===== src/hdl/cmdm_pkg.sv =====
// Shared constants, types and helpers for the constellation map/demap block.
package cmdm_pkg;

  localparam int MaxPoints = 64;
  localparam int AddrW     = $clog2(MaxPoints);
  localparam int PartW     = 16;
  localparam int EntryW    = 2 * PartW;
  localparam int SizeW     = 7;
  localparam int BpsW      = 4;
  localparam int IdxW      = 8;
  localparam int NearW     = 6;
  localparam int DiffW     = PartW + 1;
  localparam int SqW       = 2 * PartW + 1;
  localparam int DistW     = SqW + 1;

  localparam logic [BpsW-1:0]  BpsReset  = BpsW'(6);
  localparam logic [SizeW-1:0] SizeReset = SizeW'(64);

  typedef enum logic [1:0] {
    CmdLoad  = 2'd0,
    CmdMap   = 2'd1,
    CmdDemap = 2'd2
  } cmd_e;

  typedef enum logic {
    RegSize = 1'b0,
    RegBps  = 1'b1
  } reg_e;

  // Low-bit mask for symbol indexes; widths above eight act as eight.
  function automatic logic [IdxW-1:0] idx_mask(input logic [BpsW-1:0] bps);
    logic [IdxW:0] one_hot;
    logic [BpsW-1:0] b;
    b = (bps > BpsW'(IdxW)) ? BpsW'(IdxW) : bps;
    one_hot = (IdxW+1)'(1) << b;
    return IdxW'(one_hot - (IdxW+1)'(1));
  endfunction

endpackage


===== src/hdl/cmdm_ram.sv =====
// Generic single-write, single-read RAM with registered read data.
module cmdm_ram #(
  parameter int Width = 32,
  parameter int Depth = 64
) (
  input  logic                     clk_i,
  input  logic                     we_i,
  input  logic [$clog2(Depth)-1:0] waddr_i,
  input  logic [Width-1:0]         wdata_i,
  input  logic                     re_i,
  input  logic [$clog2(Depth)-1:0] raddr_i,
  output logic [Width-1:0]         rdata_o
);

  logic [Width-1:0] mem_q [Depth];
  logic [Width-1:0] rdata_q;

  always_ff @(posedge clk_i) begin
    if (we_i) begin
      mem_q[waddr_i] <= wdata_i;
    end
    if (re_i) begin
      rdata_q <= mem_q[raddr_i];
    end
  end

  assign rdata_o = rdata_q;

endmodule


===== src/hdl/constellation_map_demap_core.sv =====
// Constellation map/demap core: point table in RAM, nearest-point sweep for demap.
//
//   channel | direction | handshake              | payload
//   --------+-----------+------------------------+-------------------------------------------
//   in      | input     | in_valid_i / in_stall_o | cmd, symbol_index, point_real, point_imag
//   out     | output    | out_valid_o/out_stall_i | mapped_real, mapped_imag, nearest_index, bad
//   cfg     | input     | cfg_we_i (no wait)     | cfg_index_i, cfg_wdata_i
//
// One request at a time. Load, unused commands and out-of-range maps go straight to done;
// map reads its entry, demap sweeps unless the size is 0: the sweep issues one table read
// per cycle on the single RAM read port, then a two-stage square/compare pipeline drains.
// The table has no reset and no clearing pass; entries are valid once loaded.
// A finished result waits in the output register while the next request is taken.
module constellation_map_demap_core (
  input  logic                                  clk_i,
  input  logic                                  rst_ni,
  input  logic                                  cfg_we_i,
  input  logic                                  cfg_index_i,
  input  logic [cmdm_pkg::SizeW-1:0]            cfg_wdata_i,
  input  logic                                  in_valid_i,
  output logic                                  in_stall_o,
  input  logic [1:0]                            cmd_i,
  input  logic [cmdm_pkg::IdxW-1:0]             symbol_index_i,
  input  logic signed [cmdm_pkg::PartW-1:0]     point_real_i,
  input  logic signed [cmdm_pkg::PartW-1:0]     point_imag_i,
  output logic                                  out_valid_o,
  input  logic                                  out_stall_i,
  output logic signed [cmdm_pkg::PartW-1:0]     mapped_real_o,
  output logic signed [cmdm_pkg::PartW-1:0]     mapped_imag_o,
  output logic [cmdm_pkg::NearW-1:0]            nearest_index_o,
  output logic                                  bad_symbol_o
);

  typedef enum logic [4:0] {
    StIdle  = 5'b00001,
    StMapRd = 5'b00010,
    StSweep = 5'b00100,
    StDrain = 5'b01000,
    StDone  = 5'b10000
  } state_e;

  state_e state_q, state_d;

  // Configuration registers
  logic [cmdm_pkg::SizeW-1:0] cfg_size_q;
  logic [cmdm_pkg::BpsW-1:0]  cfg_bps_q;

  always_ff @(posedge clk_i or negedge rst_ni) begin
    if (!rst_ni) begin
      cfg_size_q <= cmdm_pkg::SizeReset;
      cfg_bps_q  <= cmdm_pkg::BpsReset;
    end else if (cfg_we_i) begin
      case (cfg_index_i)
        cmdm_pkg::RegSize: cfg_size_q <= cfg_wdata_i;
        cmdm_pkg::RegBps:  cfg_bps_q  <= cfg_wdata_i[cmdm_pkg::BpsW-1:0];
        default: ;
      endcase
    end
  end

  logic [cmdm_pkg::SizeW-1:0] size_eff;
  logic [cmdm_pkg::IdxW-1:0]  mask;
  logic [cmdm_pkg::IdxW-1:0]  sym_masked;
  logic                       map_bad;
  logic                       load_ok;
  logic                       in_accept;

  assign size_eff = (cfg_size_q > cmdm_pkg::SizeW'(cmdm_pkg::MaxPoints))
                    ? cmdm_pkg::SizeW'(cmdm_pkg::MaxPoints) : cfg_size_q;
  assign mask       = cmdm_pkg::idx_mask(cfg_bps_q);
  assign sym_masked = symbol_index_i & mask;
  assign map_bad    = {1'b0, sym_masked} >= (cmdm_pkg::IdxW+1)'(size_eff);
  assign load_ok    = {1'b0, symbol_index_i} < (cmdm_pkg::IdxW+1)'(cmdm_pkg::MaxPoints);
  assign in_accept  = in_valid_i && !in_stall_o;
  assign in_stall_o = (state_q != StIdle);

  // Point table
  logic                            ram_we;
  logic                            ram_re;
  logic [cmdm_pkg::AddrW-1:0]      ram_raddr;
  logic [cmdm_pkg::EntryW-1:0]     ram_rdata;
  logic [cmdm_pkg::AddrW-1:0]      cnt_q;

  assign ram_we = in_accept && (cmd_i == cmdm_pkg::CmdLoad) && load_ok;
  assign ram_re = (in_accept && (cmd_i == cmdm_pkg::CmdMap) && !map_bad)
                  || (state_q == StSweep);
  assign ram_raddr = (state_q == StSweep) ? cnt_q : sym_masked[cmdm_pkg::AddrW-1:0];

  cmdm_ram #(
    .Width(cmdm_pkg::EntryW),
    .Depth(cmdm_pkg::MaxPoints)
  ) u_table (
    .clk_i  (clk_i),
    .we_i   (ram_we),
    .waddr_i(symbol_index_i[cmdm_pkg::AddrW-1:0]),
    .wdata_i({point_real_i, point_imag_i}),
    .re_i   (ram_re),
    .raddr_i(ram_raddr),
    .rdata_o(ram_rdata)
  );

  // Sweep and distance pipeline
  logic signed [cmdm_pkg::PartW-1:0] rx_re_q, rx_im_q;
  logic                              v1_q, v2_q;
  logic [cmdm_pkg::AddrW-1:0]        idx1_q, idx2_q;
  logic [cmdm_pkg::SqW-1:0]          sq_re_q, sq_im_q;
  logic                              found_q;
  logic [cmdm_pkg::DistW-1:0]        best_dist_q;
  logic [cmdm_pkg::AddrW-1:0]        best_idx_q;
  logic                              last_issue;

  logic signed [cmdm_pkg::DiffW-1:0]   dr, di;
  logic signed [2*cmdm_pkg::DiffW-1:0] pr, pi;
  logic [cmdm_pkg::DistW-1:0]          cand_dist;

  assign dr = cmdm_pkg::DiffW'(rx_re_q)
            - cmdm_pkg::DiffW'($signed(ram_rdata[cmdm_pkg::EntryW-1:cmdm_pkg::PartW]));
  assign di = cmdm_pkg::DiffW'(rx_im_q)
            - cmdm_pkg::DiffW'($signed(ram_rdata[cmdm_pkg::PartW-1:0]));
  assign pr = dr * dr;
  assign pi = di * di;
  assign cand_dist = cmdm_pkg::DistW'(sq_re_q) + cmdm_pkg::DistW'(sq_im_q);
  assign last_issue = ({1'b0, cnt_q} == cmdm_pkg::SizeW'(size_eff - cmdm_pkg::SizeW'(1)));

  always_ff @(posedge clk_i or negedge rst_ni) begin
    if (!rst_ni) begin
      cnt_q   <= '0;
      v1_q    <= 1'b0;
      v2_q    <= 1'b0;
      found_q <= 1'b0;
    end else begin
      v1_q <= (state_q == StSweep);
      v2_q <= v1_q;
      if (in_accept) begin
        cnt_q   <= '0;
        found_q <= 1'b0;
      end else if (state_q == StSweep) begin
        cnt_q <= cnt_q + cmdm_pkg::AddrW'(1);
      end
      if (v2_q && (!found_q || cand_dist < best_dist_q)) begin
        found_q <= 1'b1;
      end
    end
  end

  always_ff @(posedge clk_i) begin
    if (in_accept) begin
      rx_re_q <= point_real_i;
      rx_im_q <= point_imag_i;
    end
    idx1_q  <= cnt_q;
    idx2_q  <= idx1_q;
    sq_re_q <= pr[cmdm_pkg::SqW-1:0];
    sq_im_q <= pi[cmdm_pkg::SqW-1:0];
    // strict compare keeps the lowest index on a tie
    if (v2_q && (!found_q || cand_dist < best_dist_q)) begin
      best_dist_q <= cand_dist;
      best_idx_q  <= idx2_q;
    end
  end

  // Sequencer
  always_comb begin
    state_d = state_q;
    case (state_q)
      StIdle: begin
        if (in_accept) begin
          if (cmd_i == cmdm_pkg::CmdMap && !map_bad) begin
            state_d = StMapRd;
          end else if (cmd_i == cmdm_pkg::CmdDemap && size_eff != '0) begin
            state_d = StSweep;
          end else begin
            state_d = StDone;
          end
        end
      end
      StMapRd: state_d = StDone;
      StSweep: begin
        if (last_issue) begin
          state_d = StDrain;
        end
      end
      StDrain: begin
        if (!v1_q && !v2_q) begin
          state_d = StDone;
        end
      end
      StDone: begin
        if (!out_valid_o || !out_stall_i) begin
          state_d = StIdle;
        end
      end
      default: state_d = StIdle;
    endcase
  end

  always_ff @(posedge clk_i or negedge rst_ni) begin
    if (!rst_ni) begin
      state_q <= StIdle;
    end else begin
      state_q <= state_d;
    end
  end

  // Pending result
  logic signed [cmdm_pkg::PartW-1:0] res_re_q, res_im_q;
  logic [cmdm_pkg::NearW-1:0]        res_idx_q;
  logic                              res_bad_q;

  always_ff @(posedge clk_i) begin
    if (in_accept) begin
      res_re_q  <= '0;
      res_im_q  <= '0;
      res_idx_q <= '0;
      res_bad_q <= (cmd_i == cmdm_pkg::CmdMap) && map_bad;
    end else if (state_q == StMapRd) begin
      res_re_q <= $signed(ram_rdata[cmdm_pkg::EntryW-1:cmdm_pkg::PartW]);
      res_im_q <= $signed(ram_rdata[cmdm_pkg::PartW-1:0]);
    end else if (state_q == StDrain && !v1_q && !v2_q) begin
      res_idx_q <= cmdm_pkg::NearW'(best_idx_q) & mask[cmdm_pkg::NearW-1:0];
    end
  end

  // Output register
  logic                              out_valid_q;
  logic signed [cmdm_pkg::PartW-1:0] out_re_q, out_im_q;
  logic [cmdm_pkg::NearW-1:0]        out_idx_q;
  logic                              out_bad_q;
  logic                              out_load;

  assign out_load = (state_q == StDone) && (!out_valid_q || !out_stall_i);

  always_ff @(posedge clk_i or negedge rst_ni) begin
    if (!rst_ni) begin
      out_valid_q <= 1'b0;
    end else if (out_load) begin
      out_valid_q <= 1'b1;
    end else if (!out_stall_i) begin
      out_valid_q <= 1'b0;
    end
  end

  always_ff @(posedge clk_i) begin
    if (out_load) begin
      out_re_q  <= res_re_q;
      out_im_q  <= res_im_q;
      out_idx_q <= res_idx_q;
      out_bad_q <= res_bad_q;
    end
  end

  assign out_valid_o     = out_valid_q;
  assign mapped_real_o   = out_re_q;
  assign mapped_imag_o   = out_im_q;
  assign nearest_index_o = out_idx_q;
  assign bad_symbol_o    = out_bad_q;

  // Checks
  a_onehot_state: assert property (@(posedge clk_i) disable iff (!rst_ni)
    $onehot(state_q))
    else $error("state register not one-hot");

  a_accept_leaves_idle: assert property (@(posedge clk_i) disable iff (!rst_ni)
    in_accept |=> (state_q != StIdle))
    else $error("accepted request did not start");

  a_pipe_in_demap: assert property (@(posedge clk_i) disable iff (!rst_ni)
    (v1_q || v2_q) |-> (state_q == StSweep || state_q == StDrain))
    else $error("distance pipeline active outside demap");

  a_bad_zero: assert property (@(posedge clk_i) disable iff (!rst_ni)
    (out_valid_o && bad_symbol_o) |-> (mapped_real_o == '0 && mapped_imag_o == '0))
    else $error("bad symbol result carries a point");

  a_no_rw_clash: assert property (@(posedge clk_i) disable iff (!rst_ni)
    ram_we |-> !ram_re)
    else $error("table write and read in the same cycle");

endmodule

===== config.mk =====
export PLATFORM = sky130hd
export DESIGN_NAME = constellation_map_demap_core
export DESIGN_NICKNAME = d
export VERILOG_FILES = /design/src/hdl/cmdm_pkg.sv /design/src/hdl/cmdm_ram.sv /design/src/hdl/constellation_map_demap_core.sv
export SDC_FILE = /design/constraint.sdc
export NUM_CORES = 2
export LEC_CHECK = 0
export BUFFER_PORTS_ARGS = -buffer_cell sky130_fd_sc_hd__buf_2
export CAP_MARGIN = 20
export CORE_MARGIN = 8
export CORE_UTILIZATION = 42
export DETAILED_ROUTE_END_ITERATION = 6
export RECOVER_POWER = 100
export SKIP_LAST_GASP = 1
export SLEW_MARGIN = 40
export SYNTH_ARGS = -nofsm -noshare
export SYNTH_HDL_FRONTEND = slang
export SYNTH_SLANG_ARGS = --single-unit

===== constraint.sdc =====
create_clock -name clk_i -period 14.9 [get_ports clk_i]
set_input_delay 2.98 -clock clk_i [delete_from_list [all_inputs] [get_ports clk_i]]
set_output_delay 2.98 -clock clk_i [all_outputs]
set_load 0.05 [all_outputs]

# Word level (Yosys, flattened, before mapping)
# Memory sizes are Yosys's and may differ from the RTL's. A register that Yosys moved wholly into a read port is not among the register bits.
# Index checks and enable logic that the tools add are counted.
# totals
regBits,254
mem_bits_rw,2048
word_cells,106
mem_count,1
# memory_table
memory,words,width,read_ports,rd_ports_with_merged_regs,wr,line_no,text
u_table.mem_q,64,32,1,1,1,cmdm_ram.sv:15,logic [Width-1:0] mem_q [Depth];
# classes
add_sub_neg,6
multipliers,2
order_cmp,5
eq_ne,14
shifts,1
n_mux,18
n_bitwise,4
reduce_logical,31
# op_table
op,n
17-bit by 17-bit multiplier with 33-bit output,2
33-bit by 33-bit adder with 34-bit output,1
34-bit < comparator,1
16-bit by 16-bit subtractor with 17-bit output,2
5-bit two-way mux,6
5-bit one-hot mux with 5 select lines,1
6-bit two-way mux,3
1-bit logical AND,13
8-bit bitwise AND,1
8-bit by 7-bit greater-or-equal comparator with 1-bit output,1
"8-bit by 7-bit < comparator with 1-bit output, second input constant",1
"1-bit by 4-bit << shifter with 8-bit output, first input constant",1
"8-bit by 1-bit subtractor with 8-bit output, second input constant",1
6-bit by 7-bit equality test with 1-bit output,1
"7-bit greater-than comparator, second input constant",1
1-bit zero test,7
7-bit two-way mux,1
7-bit nonzero test,1
"7-bit by 1-bit subtractor with 7-bit output, second input constant",1
"6-bit by 1-bit adder with 6-bit output, second input constant",1
6-bit bitwise AND,1
1-bit two-way mux,6
"2-bit inequality test, second input constant",3
2-bit AND reduction,3
16 further kinds,21

# Longest topological paths before layout
# logic_depth
ltp_word,11
depth_mapped,36
depth_no_buf,34

# Modules after synthesis
# Synthesis repeated with hierarchy kept, for this count alone.
# hier_totals
hier_cells,6436
hier_area_um2,109089.6
# modules_own_cells
mod,n_inst,cells_per_inst,area_each_um2,seq_area_each_um2
cmdm_ram,1,3324,78835.6,62459.9
constellation_map_demap_core,1,3112,30254.0,6301.0

# Worst setup path before layout
# OpenSTA, ideal clock, no wires.
# synth_timing
path_type,reg2reg
startpoint,register rx_re_q[0] (netlist name)
endpoint,register sq_re_q[32] (netlist name)
arrival_time_ns,8.088
required_ns,14.778
slack_ns,6.690
stages_incl_launch_ff,36
path_buffers,2
synth_period_minus_slack_ns,8.210
path_cell_list,edfxtp_1 -> inv_1 -> ha_1 -> inv_1 -> fa_1 -> a21o_1 -> a21oi_1 -> o21ai_1 -> nand3_1 -> a41oi_1 -> or4_1 -> clkbuf_1 -> nand3_1 -> clkbuf_1 -> nand2_1 -> fa_1 -> inv_1 -> fa_1 -> inv_1 -> fa_1 -> inv_1 -> fa_1 -> fa_1 -> inv_1 -> fa_1 -> inv_1 -> ha_1 -> and3_1 -> nand3_1 -> a211oi_1 -> a21oi_1 -> nor3_1 -> o2111ai_1 -> a31oi_1 -> nor4_1 -> a311o_1
# synth_between
elab_chain_len,2
# synth_rtl
element,line_no,text
"start, declared",constellation_map_demap_core.sv:103,"logic signed [cmdm_pkg::PartW-1:0] rx_re_q, rx_im_q;"
"start signal, assigned",constellation_map_demap_core.sv:148,rx_re_q <= point_real_i;
16-bit by 16-bit subtractor with 17-bit output,constellation_map_demap_core.sv:117,- cmdm_pkg::DiffW'($signed(ram_rdata[cmdm_pkg::EntryW-1:cmdm_pkg::PartW]));
17-bit by 17-bit multiplier with 33-bit output,constellation_map_demap_core.sv:120,assign pr = dr * dr;
"net pr, one bit",constellation_map_demap_core.sv:113,"logic signed [2*cmdm_pkg::DiffW-1:0] pr, pi;"
"end signal, assigned",constellation_map_demap_core.sv:153,sq_re_q <= pr[cmdm_pkg::SqW-1:0];
"end, declared",constellation_map_demap_core.sv:106,"logic [cmdm_pkg::SqW-1:0] sq_re_q, sq_im_q;"
# The timed path passes the listed nets, and every way through them passes these cells.
# A chain may end at the register's enable or synchronous reset.

# Worst setup path after layout
# layout_timing
startpoint,input symbol_index_i[2] (netlist name)
endpoint,"register u_table.rdata_q[20] (netlist: u_table.rdata_o[20]), read port of u_table.mem_q, data pin"
# layout_between
elab_chain_len,5
elab_cells_between_ends,6
# layout_rtl
element,line_no,text
"start, declared",constellation_map_demap_core.sv:23,"input logic [cmdm_pkg::IdxW-1:0] symbol_index_i,"
8-bit bitwise AND *,constellation_map_demap_core.sv:71,assign sym_masked = symbol_index_i & mask;
8-bit by 7-bit greater-or-equal comparator with 1-bit output,constellation_map_demap_core.sv:72,"assign map_bad = {1'b0, sym_masked} >= (cmdm_pkg::IdxW+1)'(size_eff);"
1-bit zero test,constellation_map_demap_core.sv:85,assign ram_re = (in_accept && (cmd_i == cmdm_pkg::CmdMap) && !map_bad)
1-bit logical AND,constellation_map_demap_core.sv:85,
1-bit logical OR,constellation_map_demap_core.sv:86,|| (state_q == StSweep);
"end, declared",cmdm_ram.sv:16,logic [Width-1:0] rdata_q;
# Every way passes the cells marked *; elsewhere a longest branch is shown, timed or not.

==> reports/qor.yml <==
synth_warnings: 0
grt_pass1_wl_um: 422200
cts_setup_buffers: 0
violations: "max-capacitance violations, max-slew violations"
synth_edf_count: 2192
synth.most_common_cell: "edfxtp_1"
nets: 7836
synthesis.nets: 7622
numCtsBuffers: 224
multi_input_area_sq_um: 37050
insertion_delay_ps: 900
wl_per_cell_um: 27.47
syn_area_sq_um: 109500
synth-async-reset-ratio: 0.01115
dpl.hpwl_um: 172500
highest_layer: "met5"
fp.dieH_um: 526.7
yosys-top-cells-area: "edfxtp_1, fa_1, mux4_2"
worst_setup_path_start_kind: "primary input"
yosys.area.top_type: "edfxtp_1"
end_kind: "flop"
wl_met1_um: 122000
seq_area_sq_um: 68760
drive_gt1_frac: 0.1333
ys.flop_type: "edfxtp_1"
core_sq_um: 259500
tightest_slew_ps: 4264
ys_ff_latch: 2332
max_slew_margin: -1.843
clk_path_buf_depth: 3
num_rows: 187
synth_cell_type_count: 85
drtAntennaViolNets: 0
cp.required_ps: 15420
grt_max_degree: 97
cts_root_buffer: "clkbuf_16"
synth_seq_area_share: 0.6277
cts_htree_levels: 4
routed_via_density: 5.681
port_buffers: 95
avgSynthCellArea_sq_um: 16.18
area_growth_pct: 10.96
dr.pass1.iters: 6
synth_top_area_share: 0.6009
grt_pass1_vias: 62023
rsz0062_at_grt: "no"
place.gp.congestion: 0.8414
final-hold-violation-count: 0
min_path_type: "reg2reg"
max_freq_mhz: 84.01
route.detailed.drc: 0
max_cap_viol_count: 116
min_period_over_period: 0.7989
drt_iter0_markers: 6244
cts_resized: 0
vias: 60129
status: "finished with violations"
arrival_ps: 12430
startpoint: "symbol_index_i[2]"
hold_buffers: 0
tns_ps: 0
dr_wl_met3_um: 20380
worst-path-max-fanout: 40
pin_count: 96
drt-total-wl_um: 290800
fill_cells: 22219
min_from: "idx1_q[4]"
initial_core_util: 0.4222
routed-wl-met2_um: 139700
fin_crit_ps: 11900
cts_sinks: 2332
setup_viol: 0
fin_skew_ps: 117.9
die-area_sq_um: 277400
synth_common_cells: "edfxtp_1, inv_1, fa_1"
tritoncts: "built"
gr-usage-all-layers: 0.2054
antenna_found_initial: 14
reg2reg_from: "cfg_bps_q[3]"
synthCells: 6772
path_clk_slew_ps: 60
overflow: 0
slew_violations: 4514
die_x_um: 526.7
path_class: "in2reg"
## metal layers
layer | up-vias | GRT usage
met1 | 31962 | 0.2859
met3 | 411 | 0.03093
li1 | 25611 | -
met2 | 2141 | 0.3407
met4 | 4 | 0.05348
met5 | - | 0
## layout make-up
cell class | count | share of cell area
diodes | 6 | 0.0001235
inverters | 744 | 0.02298
multi-input cells | 3402 | 0.3048
flip-flops and latches | 2332 | 0.5657
clock buffers | 287 | 0.04874
well taps | 3402 | 0.03502
clock inverters | 130 | 0.01020
repair buffers | 282 | 0.01242
## logic make-up (layout without fill, tap and decap cells)
logic type / after synthesis / after routing / share of synthesized area
other cells: 0 / 6 / 0
mux: 661 / 661 / 0.1045
flops: 2332 / 2332 / 0.6277
fa+ha+maj: 795 / 795 / 0.1271
compound gates: 922 / 922 / 0.05468
simple gates: 897 / 897 / 0.03642
buf+inv: 1038 / 1443 / 0.03937
xor+xnor: 127 / 127 / 0.01015
## sequential cells by signal, summed over array words and instances, names as in the netlist, 32 cells and up
| signal | flops |
|---|---|
| sq_im_q | 32 |
| best_dist_q | 34 |
| sq_re_q | 32 |
| u_table.mem_q | 2048 |
| u_table.rdata_o | 32 |
## critical path: stages
cell and delay (ps):
clkbuf_1 380, nor2b_1 640, mux2i_4 120, clkbuf_1 1140
clkbuf_1 1260, nor2_1 610, clkbuf_1 2060, clkbuf_1 1600
a22oi_1 310, a21oi_1 660, nor3_1 110, a21oi_1 470
## cells in the final DEF (no fill, tap or decap), types with 12 or more instances in the layout
cell type / netlist / final
nand2b_1: 23 / 23
buf_2: 26 / 46
a22oi_1: 129 / 129
nor3_1: 52 / 53
dfrtp_1: 22 / 22
nand3_1: 32 / 31
nor2b_1: 29 / 30
dfxtp_1: 114 / 114
fa_1: 530 / 529
a31oi_1: 13 / 13
inv_2: 25 / 23
nor2_1: 355 / 299
edfxtp_1: 2192 / 2192
clkbuf_1: 196 / 223
o21a_1: 25 / 25
a21oi_1: 401 / 401
nor2_4: 0 / 56
nand4_1: 13 / 13
xnor2_1: 90 / 89
mux4_2: 384 / 384
o21ai_1: 26 / 14
a221oi_1: 128 / 128
clkbuf_16: 0 / 226
mux2i_1: 264 / 262
a21o_1: 53 / 53
inv_1: 718 / 720
and2_1: 26 / 22
nand2_1: 290 / 288
xor2_1: 37 / 37
ha_1: 265 / 265
buf_4: 19 / 58
o21ai_0: 40 / 52
and3_1: 14 / 14
a211oi_1: 13 / 12
clkinv_1: 1 / 51
clkinv_2: 0 / 42
bufinv_16: 0 / 14
## final timing paths
kind                                       end  slack (ps)  cells after the start
max                        u_table.rdata_o[20]        3000                     12
max in group asynchronous           state_q[4]       11320                      1
min                                  idx2_q[4]         320                      0
min reg2reg                          idx2_q[4]         320                      0
min in group asynchronous        cfg_size_q[4]        2550                      1
max reg2reg                u_table.rdata_o[20]        3960                     14
## metrics by stage
step                      hold slack, ps  utilization  setup WS (ps)  cell area (sq um)  instances
after global routing               332.2       0.4684           2860             121500      10580
after CTS                          323.0       0.4705           5681             122100      10572
after detailed placement           316.1       0.4429           5699             114900      10155
after floorplan                    309.6            -           6690             109500       6772
final                              317.4       0.4684           2996             121500      10585
after global placement             311.5       0.4426           5813             114800      10152
Power is left out: the tool's default activity adds up to more than one toggle a clock period on the data nets, which glitch-free logic cannot reach.
